--- src/rtl/assert_macros.svh ---
// assertion helpers shared by the rtl
`ifndef ASSERT_MACROS_SVH
`define ASSERT_MACROS_SVH

// same-cycle implication, held off during reset
`define PLVB_ASSERT_IMPLY(label, clk, rst_n, ante, cons) \
	label: assert property (@(posedge clk) disable iff (!rst_n) (ante) |-> (cons)) \
		else $error("implication check failed");

// next-cycle implication, held off during reset
`define PLVB_ASSERT_NEXT(label, clk, rst_n, ante, cons) \
	label: assert property (@(posedge clk) disable iff (!rst_n) (ante) |=> (cons)) \
		else $error("next-cycle check failed");

`endif

--- src/rtl/plvb_pkg.sv ---
// ----------------------------------------------------------------------------
// plvb_pkg
// Shared types and codes of the particle line vertex and bounds block.
// ----------------------------------------------------------------------------
package plvb_pkg;

	localparam int COORD_W = 32;
	localparam int LIMIT_W = 16;
	localparam int AGE_W   = 16;
	localparam int SCALE_W = 16;
	localparam int COLOR_W = 32;
	localparam int CFG_W   = 32;
	localparam int CFG_IDX_W = 3;
	localparam int SQ_W    = 64;

	typedef logic [1:0] opcode_t;
	localparam opcode_t OP_START    = 2'd0;
	localparam opcode_t OP_PARTICLE = 2'd1;
	localparam opcode_t OP_END      = 2'd2;

	typedef logic [CFG_IDX_W-1:0] cfg_index_t;
	localparam cfg_index_t CFG_LINE_SCALE = 3'd0;
	localparam cfg_index_t CFG_ALPHA_MODE = 3'd1;
	localparam cfg_index_t CFG_USER_ALPHA = 3'd2;
	localparam cfg_index_t CFG_HEAD_COLOR = 3'd3;
	localparam cfg_index_t CFG_TAIL_COLOR = 3'd4;

	typedef logic [2:0] alpha_mode_t;
	localparam alpha_mode_t ALPHA_NONE     = 3'd0;
	localparam alpha_mode_t ALPHA_USER     = 3'd1;
	localparam alpha_mode_t ALPHA_FADE_IN  = 3'd2;
	localparam alpha_mode_t ALPHA_FADE_OUT = 3'd3;
	localparam alpha_mode_t ALPHA_IN_OUT   = 3'd4;

	localparam logic KIND_LINE   = 1'b0;
	localparam logic KIND_SPHERE = 1'b1;

	localparam logic signed [COORD_W-1:0] COORD_MAX = 32'sh7fff_ffff;
	localparam logic signed [COORD_W-1:0] COORD_MIN = 32'sh8000_0000;

	localparam logic signed [SCALE_W-1:0] SCALE_RESET = 16'sd256;
	localparam logic [7:0]         USER_ALPHA_RESET = 8'hff;
	localparam logic [COLOR_W-1:0] COLOR_RESET      = 32'hffff_ffff;

	// root unit status seen by the sequencer
	typedef struct packed {
		logic busy;
		logic done;
	} sqrt_stat_t;

endpackage

--- src/rtl/plvb_isqrt.sv ---
// ----------------------------------------------------------------------------
// plvb_isqrt
// Bit-serial integer square root of a 64-bit value, one result bit a cycle,
// root saturated to 32 bits.
// ----------------------------------------------------------------------------
module plvb_isqrt (
	input  logic                          clk,
	input  logic                          arst_n,
	input  logic                          start,
	input  logic [plvb_pkg::SQ_W-1:0]     radicand,
	output plvb_pkg::sqrt_stat_t          stat,
	output logic [plvb_pkg::COORD_W-1:0]  root
);

	logic [plvb_pkg::SQ_W-1:0] rem_q;
	logic [plvb_pkg::SQ_W-1:0] res_q;
	logic [4:0]                cnt_q;
	logic                      busy_q;
	logic                      done_q;
	logic [plvb_pkg::SQ_W-1:0] bit_w;
	logic [plvb_pkg::SQ_W-1:0] trial;

	assign bit_w = plvb_pkg::SQ_W'(1) << {cnt_q, 1'b0};
	assign trial = res_q + bit_w;

	always_ff @(posedge clk or negedge arst_n) begin
		if (!arst_n) begin
			busy_q <= 1'b0;
			done_q <= 1'b0;
			cnt_q  <= '0;
		end else begin
			done_q <= 1'b0;
			if (start) begin
				busy_q <= 1'b1;
				cnt_q  <= 5'd31;
			end else if (busy_q) begin
				cnt_q <= cnt_q - 5'd1;
				if (cnt_q == 5'd0) begin
					busy_q <= 1'b0;
					done_q <= 1'b1;
				end
			end
		end
	end

	always_ff @(posedge clk) begin
		if (start) begin
			rem_q <= radicand;
			res_q <= '0;
		end else if (busy_q) begin
			if (rem_q >= trial) begin
				rem_q <= rem_q - trial;
				res_q <= (res_q >> 1) + bit_w;
			end else begin
				res_q <= res_q >> 1;
			end
		end
	end

	assign stat.busy = busy_q;
	assign stat.done = done_q;
	assign root = (|res_q[plvb_pkg::SQ_W-1:plvb_pkg::COORD_W]) ? '1
		: res_q[plvb_pkg::COORD_W-1:0];

endmodule

--- config.mk ---
export PLATFORM = sky130hd
export DESIGN_NAME = plvb_isqrt
export DESIGN_NICKNAME = d
export VERILOG_FILES = /design/src/rtl/assert_macros.svh /design/src/rtl/plvb_pkg.sv /design/src/rtl/plvb_isqrt.sv
export SDC_FILE = /design/constraint.sdc
export NUM_CORES = 1
export LEC_CHECK = 0
export BUFFER_PORTS_ARGS = -buffer_cell sky130_fd_sc_hd__clkbuf_2
export CAP_MARGIN = 30
export CORE_MARGIN = 3
export CORE_UTILIZATION = 35
export CTS_BUF_LIST = sky130_fd_sc_hd__clkbuf_8
export CTS_CLUSTER_SIZE = 14
export DETAILED_ROUTE_END_ITERATION = 8
export GPL_TIMING_DRIVEN = 0
export SLEW_MARGIN = 20
export SYNTH_ARGS = -nofsm -noshare
export SYNTH_HDL_FRONTEND = slang
export SYNTH_SLANG_ARGS = --single-unit
--- constraint.sdc ---
create_clock -name clk -period 16.9 [get_ports clk]
set_clock_uncertainty 0.15 [all_clocks]
set_input_delay 0 -clock clk [delete_from_list [all_inputs] [get_ports clk]]
set_output_delay 0 -clock clk [all_outputs]
set_load 0.05 [all_outputs]
==> impl_metrics.tcl, run 1 <==
set metrics [dict create \
    layout-drive-gt1-share_pct 9.47 \
    critPathMostFrequentCell "ha_1" \
    min_period_ps 8950 \
    postRouteAntennaNets 0 \
    cts_setup_buffers 0 \
    antenna_found_initial 1 \
    p_leak_nw 6.86 \
    fmax_mhz 112 \
    numCtsBuffers 17 \
    area.growth.synth_to_final_pct 17.7 \
    grt_pass1_wl_um 87800 \
    routed_wl_um 56800 \
    ys_seq_area_share_pct 22.6 \
    routabilityCongestion 0.945 \
    root_buffer "clkbuf_8" \
    diodes 0 \
    setup_viol 0 \
    tritoncts "done" \
    synth_edf_count 64 \
    portBuffers 99 \
    grt_pass1_vias 15523 \
    grt_overflow 0 \
    vias 15934 \
    rsz0062_at_grt "no" \
    slowest_stage "o31ai_1" \
    powerDensity_nw_per_um2 168 \
    yosysTopAreaCell "edfxtp_1" \
    syn-num-nets 2162 \
    netlist.area_leader.share_pct 12.9 \
    crit_path_max_incr_delay_ps 740 \
    grt_max_degree 24 \
    chipHeight_um 212 \
    synthTopCellsByArea "edfxtp_1 13%, ha_1 11%, dfxtp_1 8.6%" \
    drc 0 \
    setup-tns-final_ps 0 \
    reg2reg_from "cnt_q[0]" \
    reg2reg_depth 29 \
    io_pins 101 \
    clk_path_buf_depth 2 \
    finalCritPeriodShare_pct 53.0 \
    r2r_setup_slack_ps 7950 \
    cts_resized 0 \
    path_delay_family "compound AO/OA/AOI/OAI gates" \
    ys_types 85 \
    die_area_um2 45100 \
    path_buf_inv 7 \
    crit_arrival_ps 9090 \
    track_usage_pct 25.1 \
    holdPathEnd "rem_q[60]" \
    synth_top_flop_cell "edfxtp_1" \
    final_cells 2735 \
    crit_type "flop to flop" \
    drv_slew 0 \
    dpl_cell_area_um2 16200 \
    whs_ps 147 \
    relSlewSlack_pct 35.6 \
    worstReg2RegEnd "rem_q[11]" \
    viasPerCell 5.83 \
    end_kind "flop" \
    cts.reportedPaths.clkPinSlew_ps 90 \
    syn_inst 1961 \
    clkLatencyLatePin_ps 540 \
    dp_hpwl_um 44800 \
    crit_required_ps 17040 \
    finish.instance_area_um2 17600 \
    first_pass_iters 6 \
    cp_max_fo 21 \
    hold_viol 0 \
    fin_util_pct 41.8 \
    syn_area_um2 14900 \
    worst_pin_slew_ps 966 \
    holdPathStages 4 \
    clock-sinks 135 \
    dp.cells 2605 \
    yosys_warnings 0 \
    wire_per_inst_um 20.8 \
    hold_path.class "primary input to flop" \
    htreeDepth 4 \
    syn_avg_cell_area_um2 7.61 \
    core_um2 42000 \
    ir_worst_vdd_uv 288 \
    die_w_um 212 \
    first_iter_violations 1289 \
    rows 75 \
    min_from "radicand[60]" \
    start_kind "flop" \
    start_util_pct 35.5 \
    cap_violations 0 \
    ys_ff_latch 135 \
    status "completed" \
    final_nets 2384 \
    async_reset_ff_share_pct 5.19 \
]
[layout by cell type, fill, tap and decap left out, drive strengths merged, types with 41 or more instances in the layout]
master / instances
nand2: 239
clkbuf: 207
nor2: 189
o21ai: 164
a21oi: 143
ha: 133
dlygate4sd3: 96
xnor2: 86
xor2: 75
edfxtp: 64
dfxtp: 64
a31oi: 57
inv: 53
a211oi: 48
nand4: 45
or3: 41
[synthesized netlist by cell type (11+ instances only)]
| master | count |
|---|---|
| o211ai_1 | 14 |
| mux2i_1 | 17 |
| o31ai_1 | 14 |
| or3_1 | 41 |
| xor2_1 | 75 |
| and2_1 | 19 |
| nand2_1 | 238 |
| nor2b_1 | 15 |
| nand4_1 | 45 |
| o21a_1 | 15 |
| a31o_2 | 13 |
| xnor2_1 | 86 |
| o21bai_1 | 28 |
| mux2_2 | 11 |
| nor4_1 | 20 |
| and3_1 | 12 |
| nor3_1 | 35 |
| o21ai_0 | 145 |
| a211oi_1 | 46 |
| a311oi_1 | 12 |
| o21ai_1 | 19 |
| ha_1 | 133 |
| dfxtp_1 | 64 |
| nand3_1 | 40 |
| clkbuf_1 | 89 |
| nor2_1 | 189 |
| a21boi_0 | 15 |
| a21o_1 | 40 |
| nand2b_1 | 18 |
| a31oi_1 | 57 |
| inv_1 | 49 |
| a21oi_1 | 142 |
| edfxtp_1 | 64 |
[metal layers]
metal | up-vias | GRT usage, % | share of wire, %
met5 | - | 0 | 0
met1 | 7577 | 33.4 | 45
met4 | 0 | 8.79 | 3.2
met2 | 545 | 41.0 | 46
met3 | 112 | 4.43 | 5.9
li1 | 7700 | - | -
[metrics by stage]
stage	power (W)	setup WS, ps
after floorplan	0.00204	6420
after global routing	0.00316	7540
after detailed placement	0.00257	8250
final	0.00295	7950
after global placement	0.00255	1760
after CTS	0.00294	8180
[worst register-to-register path, delay by kind of cell (launching register included)]
family | cells | cell delay, ps
simple gates | 7 | 2290
flops | 1 | 450
fa+ha+maj | 3 | 890
compound gates | 11 | 3150
xor+xnor | 1 | 290
buf+inv | 7 | 1490
[cell type report]
cell class	instances	area, µm²
Clock inverter	14	125
Tap cell	539	674
Sequential cell	135	3380
Inverter	51	191
Multi-Input combinational cell	1664	10900
Clock buffer	18	248
Timing Repair Buffer	203	1590
Buffer	111	500
Fill cell	4436	24500
[worst max-delay path by stage]
| stage | from | to | slack (ps) | depth (start not counted) |
|---|---|---|---|---|
| 6_report | cnt_q[0] | rem_q[11] | 7950 | 29 |
| 5_1_grt | cnt_q[0] | rem_q[15] | 7540 | 29 |
| 4_1_cts | cnt_q[2] | rem_q[36] | 8180 | 28 |
| 3_5_place_dp | cnt_q[0] | rem_q[13] | 8250 | 29 |
| 3_3_place_gp | cnt_q[2] | rem_q[13] | 1760 | 25 |
| 2_1_floorplan | cnt_q[2] | rem_q[0] | 6420 | 26 |
[state kept, by name, summed over array words and instances (netlist names)]
| signal | cells |
|---|---|
| cnt_q | 5 |
| rem_q | 64 |
| res_q | 64 |
| busy_q | 1 |
| done_q | 1 |
[where the power goes]
| part | leakage (nW) | switching, W | internal [W] |
|---|---|---|---|
| logic | 5.42 | 0.00141 | 0.000723 |
| registers | 1.25 | 0.0000452 | 0.000481 |
| clock network | 0.190 | 0.000165 | 0.000121 |
[kinds of logic (layout without fill, tap and decap cells)]
family,after synthesis,count (layout),synth area share (%)
simple gates,704,704,22.2
compound gates,635,635,27.6
buf+inv,162,397,4.64
xor+xnor,161,161,9.45
fa+ha+maj,136,136,11.4
flops,135,135,22.6
mux,28,28,1.97
[timing repair]
item,4_1_cts,5_1_grt
hold buffers,96,0
endpoints found under the hold margin,71,0
endpoints found under the setup margin,0,0
Note: power is estimated with default switching activity, not from simulation.
==> run 2: changes to the inputs <==
Clock period 16.9 ns to 7.8 ns, I/O delays scaled along.
==> impl_metrics.tcl, run 2 (synthesized netlist as in run 1, its figures left out) <==
set metrics [dict create \
    crit_type "flop to flop" \
    start_kind "flop" \
    comb_power_share_pct 72.8 \
    drc 0 \
    clk_path_buf_depth 2 \
    final_nets 2385 \
    final_common_cell "nand2_1" \
    worstReg2RegEnd "res_q[63]" \
    p_switching_w 0.00352 \
    powerDensity_nw_per_um2 363 \
    slowest_stage "or4b_1" \
    cap_violations 0 \
    seq_power_share_pct 17.7 \
    chipHeight_um 212 \
    core_um2 42000 \
    layout-drive-gt1-share_pct 10.7 \
    end_kind "flop" \
    track_usage_pct 24.8 \
    finalCritPeriodShare_pct 96.2 \
    root_buffer "clkbuf_8" \
    cp-startpoint "cnt_q[0]" \
    area.growth.synth_to_final_pct 18.7 \
    first_pass_iters 5 \
    p_leak_nw 6.89 \
    holdPathStages 4 \
    dp_hpwl_um 44600 \
    grt_max_degree 28 \
    die_w_um 212 \
    antenna_found_initial 1 \
    largestRegisters "rem_q (64), res_q (64), cnt_q (5)" \
    io_pins 101 \
    routed_wl_um 56900 \
    first_iter_violations 1421 \
    final_cells 2738 \
    die_area_um2 45100 \
    clkPwrFrac_pct 9.6 \
    cp_max_fo 11 \
    finish.instance_area_um2 17700 \
    cts.reportedPaths.clkPinSlew_ps 100 \
    vias 16113 \
    final_cell_mix "238 x nand2_1, 184 x nor2_1, 144 x o21ai_0" \
    rows 75 \
    postRouteAntennaNets 0 \
    clock-sinks 135 \
    start_util_pct 35.5 \
    intPower_w 0.00291 \
    numCtsBuffers 17 \
    holdPathEnd "rem_q[0]" \
    crit_path_max_incr_delay_ps 570 \
    whs_ps 157 \
    portBuffers 99 \
    switching_share_pct 54.8 \
    min_from "radicand[0]" \
    hold_viol 0 \
    tritoncts "done" \
    crit_arrival_ps 7770 \
    dpl_cell_area_um2 16200 \
    fmax_mhz 133 \
    routabilityCongestion 0.968 \
    worst_pin_slew_ps 990 \
    setup_viol 0 \
    clkLatencyLatePin_ps 520 \
    ir_worst_vdd_uv 741 \
    grt_overflow 0 \
    min_period_ps 7510 \
    rsz0062_at_grt "no" \
    hold_path.class "primary input to flop" \
    grt_pass1_wl_um 87000 \
    status "completed" \
    crit_required_ps 8060 \
    viasPerCell 5.88 \
    relSlewSlack_pct 34.0 \
    grt_pass1_vias 15502 \
    htreeDepth 4 \
    dp.cells 2605 \
    wire_per_inst_um 20.8 \
    reg2reg_depth 27 \
    r2r_setup_slack_ps 290 \
    drv_slew 0 \
    reg2reg_from "cnt_q[0]" \
]
run 2: cell types whose count changed in the layout (fill, tap and decap cells not counted), moves of 3 or more:
cell / delta
buf_4: +5
nor2_1: -5
clkbuf_1: -4
nor2_2: +3
run 2: layout make-up:
cell class,count,area (µm²)
clock buffers,18,248
fillers,4404,24300
repair buffers,208,1620
inverters,51,191
clock inverters,14,124
diodes,2,5.00
multi-input cells,1665,11000
well taps,539,674
flip-flops and latches,135,3380
plain buffers,106,478
run 2: routing by layer:
metal  track usage, %  up-vias  wire length, µm
li1                 -     7709                -
met5                0        -                0
met3             4.13      108             3840
met1             33.1     7660            25300
met2             40.9      636            26200
met4             8.10        0             1600
run 2: worst max path at each step:
stage,endpoint,depth (start not counted)
floorplan,rem_q[0],26
CTS,rem_q[14],26
global placement,rem_q[14],25
global route,res_q[31],27
finish,res_q[63],27
detailed placement,rem_q[0],29
run 2: power by group through the flow:
stage,logic [W],registers (W),clock network (W)
6_report,0.00468,0.00114,0.000615
3_3_place_gp,0.00431,0.00117,0
5_1_grt,0.00507,0.00115,0.000645
3_5_place_dp,0.00442,0.00115,0
4_1_cts,0.00455,0.00114,0.000620
2_1_floorplan,0.00327,0.00112,0
run 2: critical path, delay by kind of cell (launching register included):
| family | cells | cell delay, ps |
|---|---|---|
| and+or+nand+nor | 10 | 2660 |
| AOI/OAI and AO/OA | 9 | 2340 |
| adders and majority gates | 3 | 810 |
| buffers and inverters | 4 | 730 |
| DFF | 1 | 460 |
| xor gates and xnor gates | 1 | 210 |
run 2: what timing repair did:
| item | in CTS | in global routing |
|---|---|---|
| setup buffers | 0 | 6 |
| hold buffers | 96 | 0 |
| endpoints found under the setup margin | 121 | 108 |
| hold endpoints to repair | 71 | 0 |
| pin swaps | 0 | 3 |
| cloned | 0 | 1 |
| resized for setup | 11 | 18 |
run 2: through the flow:
stage	setup TNS, ps	utilization (%)	total power (W)	setup WS (ps)
floorplan	0	-	0.00440	289
global placement	-177690	38.3	0.00548	-2630
detailed placement	-62580	38.6	0.00557	-898
CTS	0	41.8	0.00631	51.3
global route	0	42.1	0.00687	33.4
finish	0	42.1	0.00643	295
